File: src/sv/lva_pkg.sv
// ----------------------------------------------------------------------------
// lva_pkg
// Shared types, codes and constants of the LRU voice allocator.
// ----------------------------------------------------------------------------
package lva_pkg;

    localparam int NUM_VOICES_DEF = 8;
    localparam int NUM_NOTES      = 128;
    localparam int NOTE_W         = 7;
    localparam int VEL_W          = 7;
    localparam int MASK_W         = 8;
    localparam int VOICE_W        = 3;
    localparam int VIDX_MAX_W     = 5;

    typedef enum logic [1:0] {
        FUNC_NOTE_ON  = 2'd0,
        FUNC_NOTE_OFF = 2'd1,
        FUNC_ALL_OFF  = 2'd2,
        FUNC_UNUSED   = 2'd3
    } lva_func_t;

    typedef enum logic {
        CMD_START   = 1'b0,
        CMD_RELEASE = 1'b1
    } lva_cmd_t;

    typedef struct packed {
        logic [1:0]        func;
        logic [NOTE_W-1:0] note;
        logic [VEL_W-1:0]  velocity;
        logic [MASK_W-1:0] active_mask;
    } lva_in_req_t;

    typedef struct packed {
        logic               command;
        logic [VOICE_W-1:0] voice;
        logic [NOTE_W-1:0]  out_note;
        logic [VEL_W-1:0]   out_velocity;
        logic               stolen;
        logic               last;
    } lva_out_req_t;

    typedef struct packed {
        logic rotate;
        logic compact;
    } lva_cell_ctrl_t;

endpackage

File: src/sv/lru_voice_allocator.sv
// Note on: ST_SCAN rotates the whole use order through the cell chain, then ST_UPDATE
// puts the start request into the output register once that register is free.
// Note off: the table is read in the accept cycle; ST_NOTE_OFF moves the read result to the output register.
// All notes off: ST_ANO_SCAN steps over the voices, and ST_ANO_OUT releases each active one.
// One request is worked on at a time; the output register frees the input side.
// Reset is asynchronous and restores the FSM, use order and table valid bits at once, with no sweep.
// ----------------------------------------------------------------------------
// lru_voice_allocator
// Polyphonic voice allocator with oldest-first voice stealing.
// ----------------------------------------------------------------------------
module lru_voice_allocator #(
    parameter int NUM_VOICES = lva_pkg::NUM_VOICES_DEF
) (
    input  logic                 clk,
    input  logic                 rst_n,
    input  logic                 in_valid,
    output logic                 in_ready,
    input  lva_pkg::lva_in_req_t in_req,
    output logic                 out_valid,
    input  logic                 out_ready,
    output lva_pkg::lva_out_req_t out_req
);

    localparam int VW      = $clog2(NUM_VOICES);
    localparam int ANO_LIM = (NUM_VOICES < 8) ? NUM_VOICES : 8;
    localparam logic [lva_pkg::MASK_W-1:0] LIM_MASK = lva_pkg::MASK_W'((1 << ANO_LIM) - 1);
    localparam logic [VW-1:0] LAST_V   = VW'(NUM_VOICES - 1);
    localparam logic [VW-1:0] ANO_LAST = VW'(ANO_LIM - 1);

    typedef enum logic [5:0] {
        ST_IDLE     = 6'b000001,
        ST_SCAN     = 6'b000010,
        ST_UPDATE   = 6'b000100,
        ST_NOTE_OFF = 6'b001000,
        ST_ANO_SCAN = 6'b010000,
        ST_ANO_OUT  = 6'b100000
    } state_t;

    state_t                          state_reg, state_next;
    logic [VW-1:0]                   k_reg, k_next;
    logic [VW-1:0]                   pos_reg, pos_next;
    logic [VW-1:0]                   chosen_reg, chosen_next;
    logic                            found_reg, found_next;
    logic [VW-1:0]                   ano_v_reg, ano_v_next;
    logic [lva_pkg::NOTE_W-1:0]      note_reg, note_next;
    logic [lva_pkg::VEL_W-1:0]       vel_reg, vel_next;
    logic [lva_pkg::MASK_W-1:0]      mask_reg, mask_next;
    logic                            out_valid_reg, out_valid_next;
    lva_pkg::lva_out_req_t           out_req_reg, out_req_next;
    logic [lva_pkg::NOTE_W-1:0]      vn_reg [NUM_VOICES];

    logic [VW-1:0]                   order [NUM_VOICES];
    lva_pkg::lva_cell_ctrl_t         cell_ctrl;
    logic [VW-1:0]                   chosen_eff;
    logic [VW-1:0]                   pos_eff;
    logic [lva_pkg::VIDX_MAX_W-1:0]  head_ext;
    logic [lva_pkg::VIDX_MAX_W-1:0]  chosen_ext;
    logic [lva_pkg::VIDX_MAX_W-1:0]  av_ext;
    logic [lva_pkg::VIDX_MAX_W-1:0]  rd_ext;
    logic                            head_active;
    logic                            out_free;
    logic                            accept;
    logic                            vn_wr;
    logic                            tbl_wr;
    logic                            tbl_rd;
    logic [lva_pkg::NOTE_W-1:0]      tbl_rd_addr;
    logic [VW-1:0]                   tbl_rd_data;

    genvar gi;
    generate
        for (gi = 0; gi < NUM_VOICES; gi++)
        begin : g_cell
            lva_order_cell #(
                .VW      (VW),
                .INDEX   (gi),
                .IS_TAIL (gi == NUM_VOICES - 1)
            ) u_cell (
                .clk      (clk),
                .rst_n    (rst_n),
                .ctrl     (cell_ctrl),
                .pos      (pos_eff),
                .chosen   (chosen_eff),
                .neighbor (order[(gi + 1) % NUM_VOICES]),
                .value    (order[gi])
            );
        end
    endgenerate

    lva_note_table #(
        .VW (VW)
    ) u_table (
        .clk     (clk),
        .rst_n   (rst_n),
        .wr_en   (tbl_wr),
        .wr_addr (note_reg),
        .wr_data (chosen_eff),
        .rd_en   (tbl_rd),
        .rd_addr (tbl_rd_addr),
        .rd_data (tbl_rd_data)
    );

    assign in_ready    = (state_reg == ST_IDLE);
    assign accept      = in_valid && in_ready;
    assign out_free    = !out_valid_reg || out_ready;
    assign head_ext    = lva_pkg::VIDX_MAX_W'(order[0]);
    assign head_active = (head_ext < lva_pkg::VIDX_MAX_W'(8)) && mask_reg[head_ext[2:0]];
    assign chosen_eff  = found_reg ? chosen_reg : order[0];
    assign pos_eff     = found_reg ? pos_reg : '0;
    assign chosen_ext  = lva_pkg::VIDX_MAX_W'(chosen_eff);
    assign av_ext      = lva_pkg::VIDX_MAX_W'(ano_v_reg);
    assign rd_ext      = lva_pkg::VIDX_MAX_W'(tbl_rd_data);
    assign tbl_rd_addr = (state_reg == ST_IDLE) ? in_req.note : vn_reg[ano_v_reg];

    always_comb
    begin
        state_next     = state_reg;
        k_next         = k_reg;
        pos_next       = pos_reg;
        chosen_next    = chosen_reg;
        found_next     = found_reg;
        ano_v_next     = ano_v_reg;
        note_next      = note_reg;
        vel_next       = vel_reg;
        mask_next      = mask_reg;
        out_valid_next = out_valid_reg && !out_ready;
        out_req_next   = out_req_reg;
        cell_ctrl      = '0;
        vn_wr          = 1'b0;
        tbl_wr         = 1'b0;
        tbl_rd         = 1'b0;

        unique case (state_reg)
            ST_IDLE:
            begin
                if (accept)
                begin
                    note_next  = in_req.note;
                    vel_next   = in_req.velocity;
                    mask_next  = in_req.active_mask;
                    k_next     = '0;
                    found_next = 1'b0;
                    ano_v_next = '0;
                    case (in_req.func)
                        lva_pkg::FUNC_NOTE_ON:
                        begin
                            state_next = ST_SCAN;
                        end
                        lva_pkg::FUNC_NOTE_OFF:
                        begin
                            tbl_rd     = 1'b1;
                            state_next = ST_NOTE_OFF;
                        end
                        lva_pkg::FUNC_ALL_OFF:
                        begin
                            mask_next  = in_req.active_mask & LIM_MASK;
                            state_next = ST_ANO_SCAN;
                        end
                        default:
                        begin
                            state_next = ST_IDLE;
                        end
                    endcase
                end
            end
            ST_SCAN:
            begin
                cell_ctrl.rotate = 1'b1;
                if (!found_reg && !head_active)
                begin
                    found_next  = 1'b1;
                    chosen_next = order[0];
                    pos_next    = k_reg;
                end
                k_next = k_reg + 1'b1;
                if (k_reg == LAST_V)
                begin
                    state_next = ST_UPDATE;
                end
            end
            ST_UPDATE:
            begin
                if (out_free)
                begin
                    cell_ctrl.compact         = 1'b1;
                    vn_wr                     = 1'b1;
                    tbl_wr                    = 1'b1;
                    out_valid_next            = 1'b1;
                    out_req_next.command      = lva_pkg::CMD_START;
                    out_req_next.voice        = chosen_ext[2:0];
                    out_req_next.out_note     = note_reg;
                    out_req_next.out_velocity = vel_reg;
                    out_req_next.stolen       = !found_reg;
                    out_req_next.last         = 1'b1;
                    state_next                = ST_IDLE;
                end
            end
            ST_NOTE_OFF:
            begin
                if (out_free)
                begin
                    out_valid_next            = 1'b1;
                    out_req_next.command      = lva_pkg::CMD_RELEASE;
                    out_req_next.voice        = rd_ext[2:0];
                    out_req_next.out_note     = '0;
                    out_req_next.out_velocity = '0;
                    out_req_next.stolen       = 1'b0;
                    out_req_next.last         = 1'b1;
                    state_next                = ST_IDLE;
                end
            end
            ST_ANO_SCAN:
            begin
                if (mask_reg[av_ext[2:0]])
                begin
                    tbl_rd     = 1'b1;
                    state_next = ST_ANO_OUT;
                end
                else if (ano_v_reg == ANO_LAST)
                begin
                    state_next = ST_IDLE;
                end
                else
                begin
                    ano_v_next = ano_v_reg + 1'b1;
                end
            end
            ST_ANO_OUT:
            begin
                if (out_free)
                begin
                    out_valid_next            = 1'b1;
                    out_req_next.command      = lva_pkg::CMD_RELEASE;
                    out_req_next.voice        = rd_ext[2:0];
                    out_req_next.out_note     = '0;
                    out_req_next.out_velocity = '0;
                    out_req_next.stolen       = 1'b0;
                    out_req_next.last         = ((mask_reg >> av_ext) >> 1) == '0;
                    if (out_req_next.last)
                    begin
                        state_next = ST_IDLE;
                    end
                    else
                    begin
                        ano_v_next = ano_v_reg + 1'b1;
                        state_next = ST_ANO_SCAN;
                    end
                end
            end
            default:
            begin
                state_next = ST_IDLE;
            end
        endcase
    end

    always_ff @(posedge clk or negedge rst_n)
    begin
        if (!rst_n)
        begin
            state_reg     <= ST_IDLE;
            k_reg         <= '0;
            pos_reg       <= '0;
            chosen_reg    <= '0;
            found_reg     <= 1'b0;
            ano_v_reg     <= '0;
            mask_reg      <= '0;
            out_valid_reg <= 1'b0;
            for (int i = 0; i < NUM_VOICES; i++)
            begin
                vn_reg[i] <= '0;
            end
        end
        else
        begin
            state_reg     <= state_next;
            k_reg         <= k_next;
            pos_reg       <= pos_next;
            chosen_reg    <= chosen_next;
            found_reg     <= found_next;
            ano_v_reg     <= ano_v_next;
            mask_reg      <= mask_next;
            out_valid_reg <= out_valid_next;
            if (vn_wr)
            begin
                vn_reg[chosen_eff] <= note_reg;
            end
        end
    end

    always_ff @(posedge clk)
    begin
        note_reg    <= note_next;
        vel_reg     <= vel_next;
        out_req_reg <= out_req_next;
    end

    assign out_valid = out_valid_reg;
    assign out_req   = out_req_reg;

endmodule

File: src/sv/lva_order_cell.sv
// ----------------------------------------------------------------------------
// lva_order_cell
// One slot of the use order. Rotates toward the head during a scan and
// closes the gap behind the chosen slot during an update.
// ----------------------------------------------------------------------------
module lva_order_cell #(
    parameter int VW      = 3,
    parameter int INDEX   = 0,
    parameter bit IS_TAIL = 1'b0
) (
    input  logic                    clk,
    input  logic                    rst_n,
    input  lva_pkg::lva_cell_ctrl_t ctrl,
    input  logic [VW-1:0]           pos,
    input  logic [VW-1:0]           chosen,
    input  logic [VW-1:0]           neighbor,
    output logic [VW-1:0]           value
);

    localparam logic [VW-1:0] IDX = VW'(INDEX);

    logic [VW-1:0] value_reg;
    logic [VW-1:0] value_next;

    always_comb
    begin
        value_next = value_reg;
        if (ctrl.rotate)
        begin
            value_next = neighbor;
        end
        else if (ctrl.compact && (IDX >= pos))
        begin
            value_next = IS_TAIL ? chosen : neighbor;
        end
    end

    always_ff @(posedge clk or negedge rst_n)
    begin
        if (!rst_n)
        begin
            value_reg <= IDX;
        end
        else
        begin
            value_reg <= value_next;
        end
    end

    assign value = value_reg;

endmodule

File: src/sv/lva_note_table.sv
// ----------------------------------------------------------------------------
// lva_note_table
// Note-to-voice memory with one write and one registered read port.
// Entries never written read as voice zero.
// ----------------------------------------------------------------------------
module lva_note_table #(
    parameter int VW = 3
) (
    input  logic                      clk,
    input  logic                      rst_n,
    input  logic                      wr_en,
    input  logic [lva_pkg::NOTE_W-1:0] wr_addr,
    input  logic [VW-1:0]             wr_data,
    input  logic                      rd_en,
    input  logic [lva_pkg::NOTE_W-1:0] rd_addr,
    output logic [VW-1:0]             rd_data
);

    logic [VW-1:0]                  mem [lva_pkg::NUM_NOTES];
    logic [lva_pkg::NUM_NOTES-1:0]  valid_reg;
    logic [VW-1:0]                  rd_data_reg;
    logic                           rd_valid_reg;

    always_ff @(posedge clk)
    begin
        if (wr_en)
        begin
            mem[wr_addr] <= wr_data;
        end
        if (rd_en)
        begin
            rd_data_reg <= mem[rd_addr];
        end
    end

    always_ff @(posedge clk or negedge rst_n)
    begin
        if (!rst_n)
        begin
            valid_reg    <= '0;
            rd_valid_reg <= 1'b0;
        end
        else
        begin
            if (wr_en)
            begin
                valid_reg[wr_addr] <= 1'b1;
            end
            if (rd_en)
            begin
                rd_valid_reg <= valid_reg[rd_addr];
            end
        end
    end

    assign rd_data = rd_valid_reg ? rd_data_reg : '0;

endmodule

File: config.mk
export PLATFORM = sky130hd
export DESIGN_NAME = lru_voice_allocator
export DESIGN_NICKNAME = d
export VERILOG_FILES = /design/src/sv/lva_pkg.sv /design/src/sv/lru_voice_allocator.sv /design/src/sv/lva_order_cell.sv /design/src/sv/lva_note_table.sv
export SDC_FILE = /design/constraint.sdc
export NUM_CORES = 1
export LEC_CHECK = 0
export BUFFER_PORTS_ARGS = -buffer_cell sky130_fd_sc_hd__buf_2
export CORE_UTILIZATION = 45
export CTS_CLUSTER_SIZE = 20
export DETAILED_ROUTE_END_ITERATION = 10
export PLACE_DENSITY = 0.64
export SYNTH_ARGS = -nofsm -noshare
export SYNTH_HDL_FRONTEND = slang
export SYNTH_SLANG_ARGS = --single-unit
File: constraint.sdc
create_clock -name clk -period 4.8 [get_ports clk]
set_input_delay 0.48 -clock clk [delete_from_list [all_inputs] [get_ports clk]]
set_output_delay 0.48 -clock clk [all_outputs]
set_load 0.01 [all_outputs]
==> impl_metrics.ini, run 1 <==
[die]
die-area_sq_um = 61800
initial_core_util = 0.454
core_sq_um = 60200
ios = 50
fp-row-count = 90
die_y_um = 249
die_w_um = 249

[clocking]
cts_tree = built
clockRootBuffer = clkbuf_16
post_cts_resize_count = 0
cts_setup_buffers = 0
worst_skew_pair.late_latency_ns = 0.60
clk_pin_slew_ns = 0.07
htreeDepth = 3
cts-buffers-inserted = 66
cts_buffer_depth = 3
cts.sinks = 658
ctsHoldBuffers = 0

[critical_path]
crit-reg2reg-launch = state_reg[3]
r2r_cells = 12
timing.critical_path.required_ns = 5.14
crit_path_end_kind = register
cp-start-kind = register
slowest_stage = or4_1
critical_path_class = reg -> reg
ff2ff_setup_slack_ns = 0.37
cpPeakStageDelay_ns = 0.66
critical_path_peak_fanout = 42
crit_top_cell = or4_1
timing.rr.end = u_table.rd_data_reg[0]
arrival_ns = 4.77
cp_cell_sequence = or4_1, or2_1, clkinv_2, o31a_2, buf_12, buf_12, mux2i_1, o22ai_1, a311oi_1, nor3_1, or4_1, or4_1

[layout]
layout-drive-gt1-share = 0.214
area_growth_pct = 13.1
largest_reg_flops = 384
nNetsFinal = 2253
final_area_sq_um = 30900
diodes = 0

[logic_synthesis]
yosys.area.top_type = edfxtp_1
ys_seq_area_frac = 0.679
synthFlopType = edfxtp_1
syn_area_sq_um = 27400
ys_types = 60
yosys-top-cells-count = edfxtp_1 (421), nand2_1 (408), dfrtp_1 (224), nor2_1 (159), nand3_1 (132)
syn_avg_cell_area_sq_um = 12.7
async_flop_share = 0.360
postSynthNetCount = 2182
synth_seq_cells = 658
yosysMostFrequentCell = edfxtp_1
yosysWarnings = 0
synth_top_area_share = 0.462
synthCells = 2150
synth-edff-count = 421
synth_area_leaders = edfxtp_1 (46%), dfrtp_1 (20%), nand2_1 (5.6%)

[detailed_routing]
drt_pre_antenna_iters = 6
routedWlPerCell_um = 23.0
vias_per_cell = 5.79
dr_total_vias = 17696
drtIter0Drc = 1527
routed_wl_mm = 70.2
ant_nets = 0
drc = 0

[power_and_ir_drop]
cellLeakagePower_nw = 12.9
p_per_area_nw_per_um2 = 664
vdd_drop_max_mv = 0.416

[hold_path]
min_path_type = in -> async

[placement]
portBuffers = 49
dpl.hpwl_mm = 45.3
placedInstanceArea_sq_um = 28800
place.gp.congestion = 0.893
place_worst_setup_slack_ns = 0.395

[global_route]
grt_max_degree = 126
antenna_found_initial = 0
grt.total_usage = 0.229
grt_pass1_wl_mm = 108
grt_pass1_vias = 17831
grt-ovfl-total = 0

[outcome]
status = finished with violations
violations = hold timing

[timing]
worst-slew-pin-transition_ns = 1.11
rsz0062_at_grt = no
fmax_mhz = 226
final-hold-violation-count = 1
fin_skew_ns = 0.0187
fin_ws_ns = 0.371
hold_ws_ns = -0.00131
setup_tns_ns = 0
final-max-slew-violation-count = 0
relSlewSlack = 0.256
finalSetupViolCount = 0
min_period_ns = 4.43
finalCritPeriodShare = 0.923

[run]
maxCapViolCount = 0
-- logic make-up after synthesis --
family	share of synthesized area
buffers and inverters	0.0214
DFF	0.679
muxes	0.0815
AOI/OAI and AO/OA	0.0562
and+or+nand+nor	0.160
adders and majority gates	0.00183
-- power by group --
| part | switching (mW) | internal, mW | total (mW) |
|---|---|---|---|
| Combinational | 5.66 | 2.70 | 8.36 |
| Clock | 2.13 | 3.05 | 5.18 |
| Sequential | 0.341 | 6.68 | 7.02 |
-- cell usage in the layout (no fill, tap or decap), types with 48 or more instances in the layout --
| cell type | n |
|---|---|
| mux2i_1 | 79 |
| buf_2 | 48 |
| nor2_1 | 158 |
| clkbuf_16 | 69 |
| dfrtp_1 | 224 |
| or2_2 | 131 |
| mux2_2 | 99 |
| nand3_1 | 132 |
| a21oi_1 | 54 |
| buf_4 | 58 |
| edfxtp_1 | 421 |
| nand2_1 | 408 |
-- worst max-delay path by stage --
stage	cells past startpoint	endpoint	startpoint
final	12	u_table.rd_data_reg[0]	state_reg[3]
after global routing	12	u_table.rd_data_reg[0]	state_reg[2]
after CTS	12	u_table.rd_data_reg[0]	state_reg[3]
after detailed placement	12	u_table.rd_data_reg[0]	state_reg[3]
after global placement	12	u_table.rd_data_reg[2]	state_reg[3]
after floorplan	14	u_table.rd_data_reg[1]	state_reg[3]
-- critical path, delay by kind of cell (launching register included) --
kind	cells	cell delay, ns
buffers and inverters	3	0.57
flip-flops	1	0.41
multiplexers	1	0.22
AND/OR/NAND/NOR	5	2.22
AO/OA/AOI/OAI	3	0.72
-- layer usage --
metal	up-vias	global-route usage	part of all wire
met4	0	0.103	0.041
met5	-	0	0
met3	164	0.0463	0.077
met2	716	0.354	0.46
met1	8897	0.313	0.42
li1	7919	-	-
-- area by class of cell --
| class | instances | area (sq um) |
|---|---|---|
| inverter | 10 | 42.5 |
| tap | 782 | 978 |
| multi-input combinational | 1365 | 8230 |
| timing repair buffer | 120 | 951 |
| clock inverter | 23 | 244 |
| clock buffer | 96 | 1920 |
| fill | 5052 | 29300 |
| sequential | 658 | 18600 |
-- stage by stage --
stage                     total power, mW  utilization  std cells
after global placement               15.3        0.478       2935
after floorplan                      12.2            -       2150
after global routing                 21.4        0.514       3054
after detailed placement             15.4        0.478       2935
after CTS                            20.6        0.514       3054
final                                20.6        0.514       3054
Power figures use the tool's default switching activity.
==> run 2, diff against run 1 <==
--- a/config.mk
+++ b/config.mk
@@ -6,10 +6,13 @@
 export NUM_CORES = 1
 export LEC_CHECK = 0
 export BUFFER_PORTS_ARGS = -buffer_cell sky130_fd_sc_hd__buf_2
+export CELL_PAD_IN_SITES_DETAIL_PLACEMENT = 0
+export CELL_PAD_IN_SITES_GLOBAL_PLACEMENT = 1
 export CORE_UTILIZATION = 45
+export CTS_BUF_LIST = sky130_fd_sc_hd__clkbuf_8
 export CTS_CLUSTER_SIZE = 20
 export DETAILED_ROUTE_END_ITERATION = 10
-export PLACE_DENSITY = 0.64
+export PLACE_DENSITY = 0.74
 export SYNTH_ARGS = -nofsm -noshare
 export SYNTH_HDL_FRONTEND = slang
 export SYNTH_SLANG_ARGS = --single-unit
==> impl_metrics.ini, run 2 (same netlist as run 1, synthesis figures left out) <==
[die]
initial_core_util = 0.454
die_w_um = 249
core_sq_um = 60200
fp-row-count = 90
die-area_sq_um = 61800
die_y_um = 249
ios = 50

[power_and_ir_drop]
p_total_mw = 20.5
cellLeakagePower_nw = 13.2
p_per_area_nw_per_um2 = 654
vdd_drop_max_mv = 0.462

[hold_path]
min_path_type = in -> reg
min_path_cells = 2

[timing]
relSlewSlack = 0.233
fmax_mhz = 230
final-max-slew-violation-count = 0
fin_skew_ns = 0.0510
setup_tns_ns = 0
rsz0062_at_grt = no
fin_ws_ns = 0.452
finalCritPeriodShare = 0.906
final-hold-violation-count = 0
worst-slew-pin-transition_ns = 1.14
min_period_ns = 4.35
finalSetupViolCount = 0

[detailed_routing]
routed_wl_mm = 71.7
drc = 0
drt_pre_antenna_iters = 5
ant_nets = 0
drtIter0Drc = 1509
routedWlPerCell_um = 22.7
vias_per_cell = 5.64
dr_total_vias = 17847

[critical_path]
cp_cell_sequence = or4_1, or2_1, buf_4, a31oi_4, buf_4, nand2_1, o221ai_1, o21ai_0, o311ai_0, nor4_1, buf_4, a211oi_1
critical_path_peak_fanout = 29
slowest_stage = o311ai_0
cpPeakStageDelay_ns = 0.77
r2r_cells = 12
arrival_ns = 4.97
crit_top_cell = buf_4
crit_path_end_kind = register
timing.critical_path.required_ns = 5.42
critical_path_class = reg -> reg
cp-start-kind = register

[global_route]
grt.total_usage = 0.233
grt_max_degree = 108
antenna_found_initial = 0
grt-ovfl-total = 0
grt_pass1_vias = 17898
grt_pass1_wl_mm = 109

[placement]
place.gp.congestion = 0.876
dp.cells = 2938
portBuffers = 49
place_worst_setup_slack_ns = 0.387
dpl.hpwl_mm = 45.3

[clocking]
cts_setup_buffers = 0
ctsHoldBuffers = 23
worst_skew_pair.late_latency_ns = 0.73
clk_pin_slew_ns = 0.06
cts_tree = built
post_cts_resize_count = 0
cts.sinks = 658
clockRootBuffer = clkbuf_8
htreeDepth = 3
cts-buffers-inserted = 106
cts_buffer_depth = 3

[layout]
utilization = 0.519
stdcell_count = 3162
nNetsFinal = 2319
fillers = 5101
final_cell_mix = edfxtp_1 (421), nand2_1 (408), dfrtp_1 (224), nor2_1 (158)
largest_reg_flops = 384
final_common_cell = edfxtp_1
diodes = 0
layout-drive-gt1-share = 0.231
area_growth_pct = 14.3

[run]
maxCapViolCount = 0

[outcome]
status = complete, no violations
run 2: cell count changes in the layout (fill, tap and decap cells not counted), sizes merged:
cell         change
buf              +3
bufinv           +3
clkbuf          +31
clkinv          +17
clkinvlp         +2
dlygate4sd3     +23
inv             +29
run 2: worst max-delay path: cells and delay by family (launching register included):
kind,cells,cell delay [ns]
buffers and inverters,3,0.86
DFF,1,0.41
AOI/OAI and AO/OA,5,1.70
and+or+nand+nor,4,1.29
run 2: power by group:
part | total (mW) | internal [mW] | leakage, nW | switching (mW)
combinational | 8.36 | 2.64 | 3.95 | 5.73
clock | 5.09 | 2.84 | 1.28 | 2.25
sequential | 7.00 | 6.68 | 7.94 | 0.322
run 2: per-layer routing:
layer / global-route usage / vias to the layer above / part of all wire
li1: - / 8090 / -
met1: 0.330 / 9045 / 0.44
met2: 0.366 / 581 / 0.47
met3: 0.0366 / 131 / 0.064
met4: 0.0854 / 0 / 0.029
met5: 0 / - / 0
run 2: final cells by class:
class / count / area, sq um / area share
Sequential cell: 658 / 18600 / 0.594
Inverter: 10 / 42.5 / 0.00136
Tap cell: 782 / 978 / 0.0313
Clock buffer: 127 / 1750 / 0.0559
Multi-Input combinational cell: 1365 / 8230 / 0.263
Timing Repair Buffer: 146 / 1150 / 0.0369
Clock inverter: 74 / 536 / 0.0171
run 2: metrics by stage:
| stage | instance area [sq um] | hold slack [ns] |
|---|---|---|
| 4_1_cts | 31300 | 0.000331 |
| 5_1_grt | 31300 | 0.0253 |
| 3_5_place_dp | 28800 | 0.453 |
| 2_1_floorplan | 27400 | 0.184 |
| 6_report | 31300 | 0.0503 |
| 3_3_place_gp | 28800 | 0.450 |
run 2: path summary, 6_finish.rpt:
path | slack, ns | from | end
max | 0.45 | state_reg[3] | u_table.rd_valid_reg
min | 0.05 | in_req[5] | mask_reg[5]
max reg2reg | 0.45 | state_reg[3] | u_table.rd_valid_reg
min reg2reg | 0.46 | u_table.valid_reg[52] | u_table.valid_reg[52]
max in group asynchronous | 3.20 | rst_n | u_table.valid_reg[19]
min in group asynchronous | 0.41 | rst_n | u_table.valid_reg[120]
==> run 3, diff against run 2 <==
==> constraint.sdc (replaced) <==
create_clock -name clk -period 4.4 [get_ports clk]
set_input_delay 0.44 -clock clk [delete_from_list [all_inputs] [get_ports clk]]
set_output_delay 0.44 -clock clk [all_outputs]
set_load 0.01 [all_outputs]
==> impl_metrics.ini, run 3 (same netlist as run 1, synthesis figures left out) <==
[clocking]
cts_tree = built
clockRootBuffer = clkbuf_8
clk_pin_slew_ns = 0.06
htreeDepth = 3
cts-buffers-inserted = 107
worst_skew_pair.late_latency_ns = 0.72
cts_buffer_depth = 3
cts.sinks = 658

[layout]
final_cell_mix = edfxtp_1 (421), nand2_1 (408), dfrtp_1 (224), nor2_1 (158), nand3_1 (132)
layout-drive-gt1-share = 0.228
utilization = 0.519
nNetsFinal = 2327
area_growth_pct = 14.3
stdcell_count = 3171
final_common_cell = edfxtp_1
largest_reg_flops = 384

[die]
initial_core_util = 0.454
die_y_um = 249
die_w_um = 249
ios = 50
fp-row-count = 90
core_sq_um = 60200
die-area_sq_um = 61800

[detailed_routing]
routed_wl_mm = 72.6
drtIter0Drc = 1618
drt_pre_antenna_iters = 5
ant_nets = 0
drc = 0
vias_per_cell = 5.71
dr_total_vias = 18105
routedWlPerCell_um = 22.9

[power_and_ir_drop]
clkPwrFrac = 0.242
sequentialPowerShare = 0.346
vdd_drop_max_mv = 0.682
switching_share = 0.405
cellLeakagePower_nw = 13.2
p_per_area_nw_per_um2 = 707
pwr-share-comb = 0.412
p_int_mw = 13.2
switchingPower_mw = 8.94

[timing]
finalCritPeriodShare = 0.956
setup_tns_ns = 0
worst-slew-pin-transition_ns = 1.22
min_period_ns = 4.21
final-hold-violation-count = 0
finalSetupViolCount = 0
fmax_mhz = 238
fin_skew_ns = 0.0316
final-max-slew-violation-count = 0
rsz0062_at_grt = no
relSlewSlack = 0.183

[global_route]
antenna_found_initial = 3
grt_pass1_wl_mm = 110
grt_max_degree = 102
grt_pass1_vias = 18032
grt.total_usage = 0.236
grt-ovfl-total = 0

[critical_path]
critical_path_class = reg -> reg
critical_path_peak_fanout = 32
arrival_ns = 4.67
cp-start-kind = register
timing.critical_path.required_ns = 4.86
crit_path_end_kind = register

[placement]
dp.cells = 2943
place.gp.congestion = 0.866
portBuffers = 49
dpl.hpwl_mm = 45.3

[outcome]
status = complete, no violations

[run]
maxCapViolCount = 0

[hold_path]
min_path_type = in -> reg
run 3: final timing paths:
path	from	end	slack [ns]	cells after the start
hold / removal	out_ready	out_valid	0.08	3
hold reg to reg	u_table.valid_reg[123]	u_table.valid_reg[123]	0.46	1
setup reg to reg	ano_v_reg[1]	u_table.rd_data_reg[2]	0.19	9
min in group asynchronous	rst_n	mask_reg[6]	0.36	2
setup / recovery	ano_v_reg[1]	u_table.rd_data_reg[2]	0.19	9
max in group asynchronous	rst_n	u_table.valid_reg[111]	2.85	3
run 3: power groups by stage:
| stage | sequential [mW] | clock, mW | combinational [mW] |
|---|---|---|---|
| 6_report | 7.64 | 5.35 | 9.12 |
| 5_1_grt | 7.70 | 5.72 | 9.74 |
| 4_1_cts | 7.64 | 5.44 | 9.05 |
| 3_5_place_dp | 7.76 | 0 | 9.01 |
| 3_3_place_gp | 7.74 | 0 | 8.95 |
| 2_1_floorplan | 7.59 | 0 | 5.67 |
run 3: cell type report:
class,count,area [sq um]
multi-input cells,1365,8230
inverters,10,42.5
diodes,1,2.50
flip-flops and latches,658,18600
repair buffers,153,1250
clock buffers,123,1690
fillers,5073,29000
well taps,782,978
clock inverters,79,492
run 3: what timing repair did:
item / CTS / global route
hold buffers: 25 / 0
endpoints found under the hold margin: 109 / 0
setup buffers: 0 / 0
setup endpoints to repair: 0 / 1
gates resized for setup: 0 / 1
run 3: routing by layer:
layer,vias to the layer above,track usage,part of all wire
met5,-,0.000772,0.00023
met4,2,0.0900,0.030
met3,140,0.0472,0.066
met2,667,0.362,0.46
met1,9180,0.332,0.45
li1,8116,-,-
run 3: metrics by stage:
stage	hold WS [ns]	cell area (sq um)	setup WS, ns	power [mW]
after floorplan	0.144	27400	0.618	13.3
after global placement	0.449	28800	0.216	16.7
after detailed placement	0.452	28800	0.218	16.8
after CTS	0.0269	31300	0.219	22.1
after global routing	0.0640	31300	0.0225	23.2
final	0.0764	31300	0.193	22.1
run 3: worst max-delay path: stages, from the launching register on:
cell	delay (ns)
dfrtp_1	0.69
mux2_2	0.41
o22a_1	0.26
a31oi_4	0.72
buf_12	0.28
nand3_1	0.11
a311oi_1	0.35
nor3_1	0.13
or4_1	0.50
or4_1	0.48
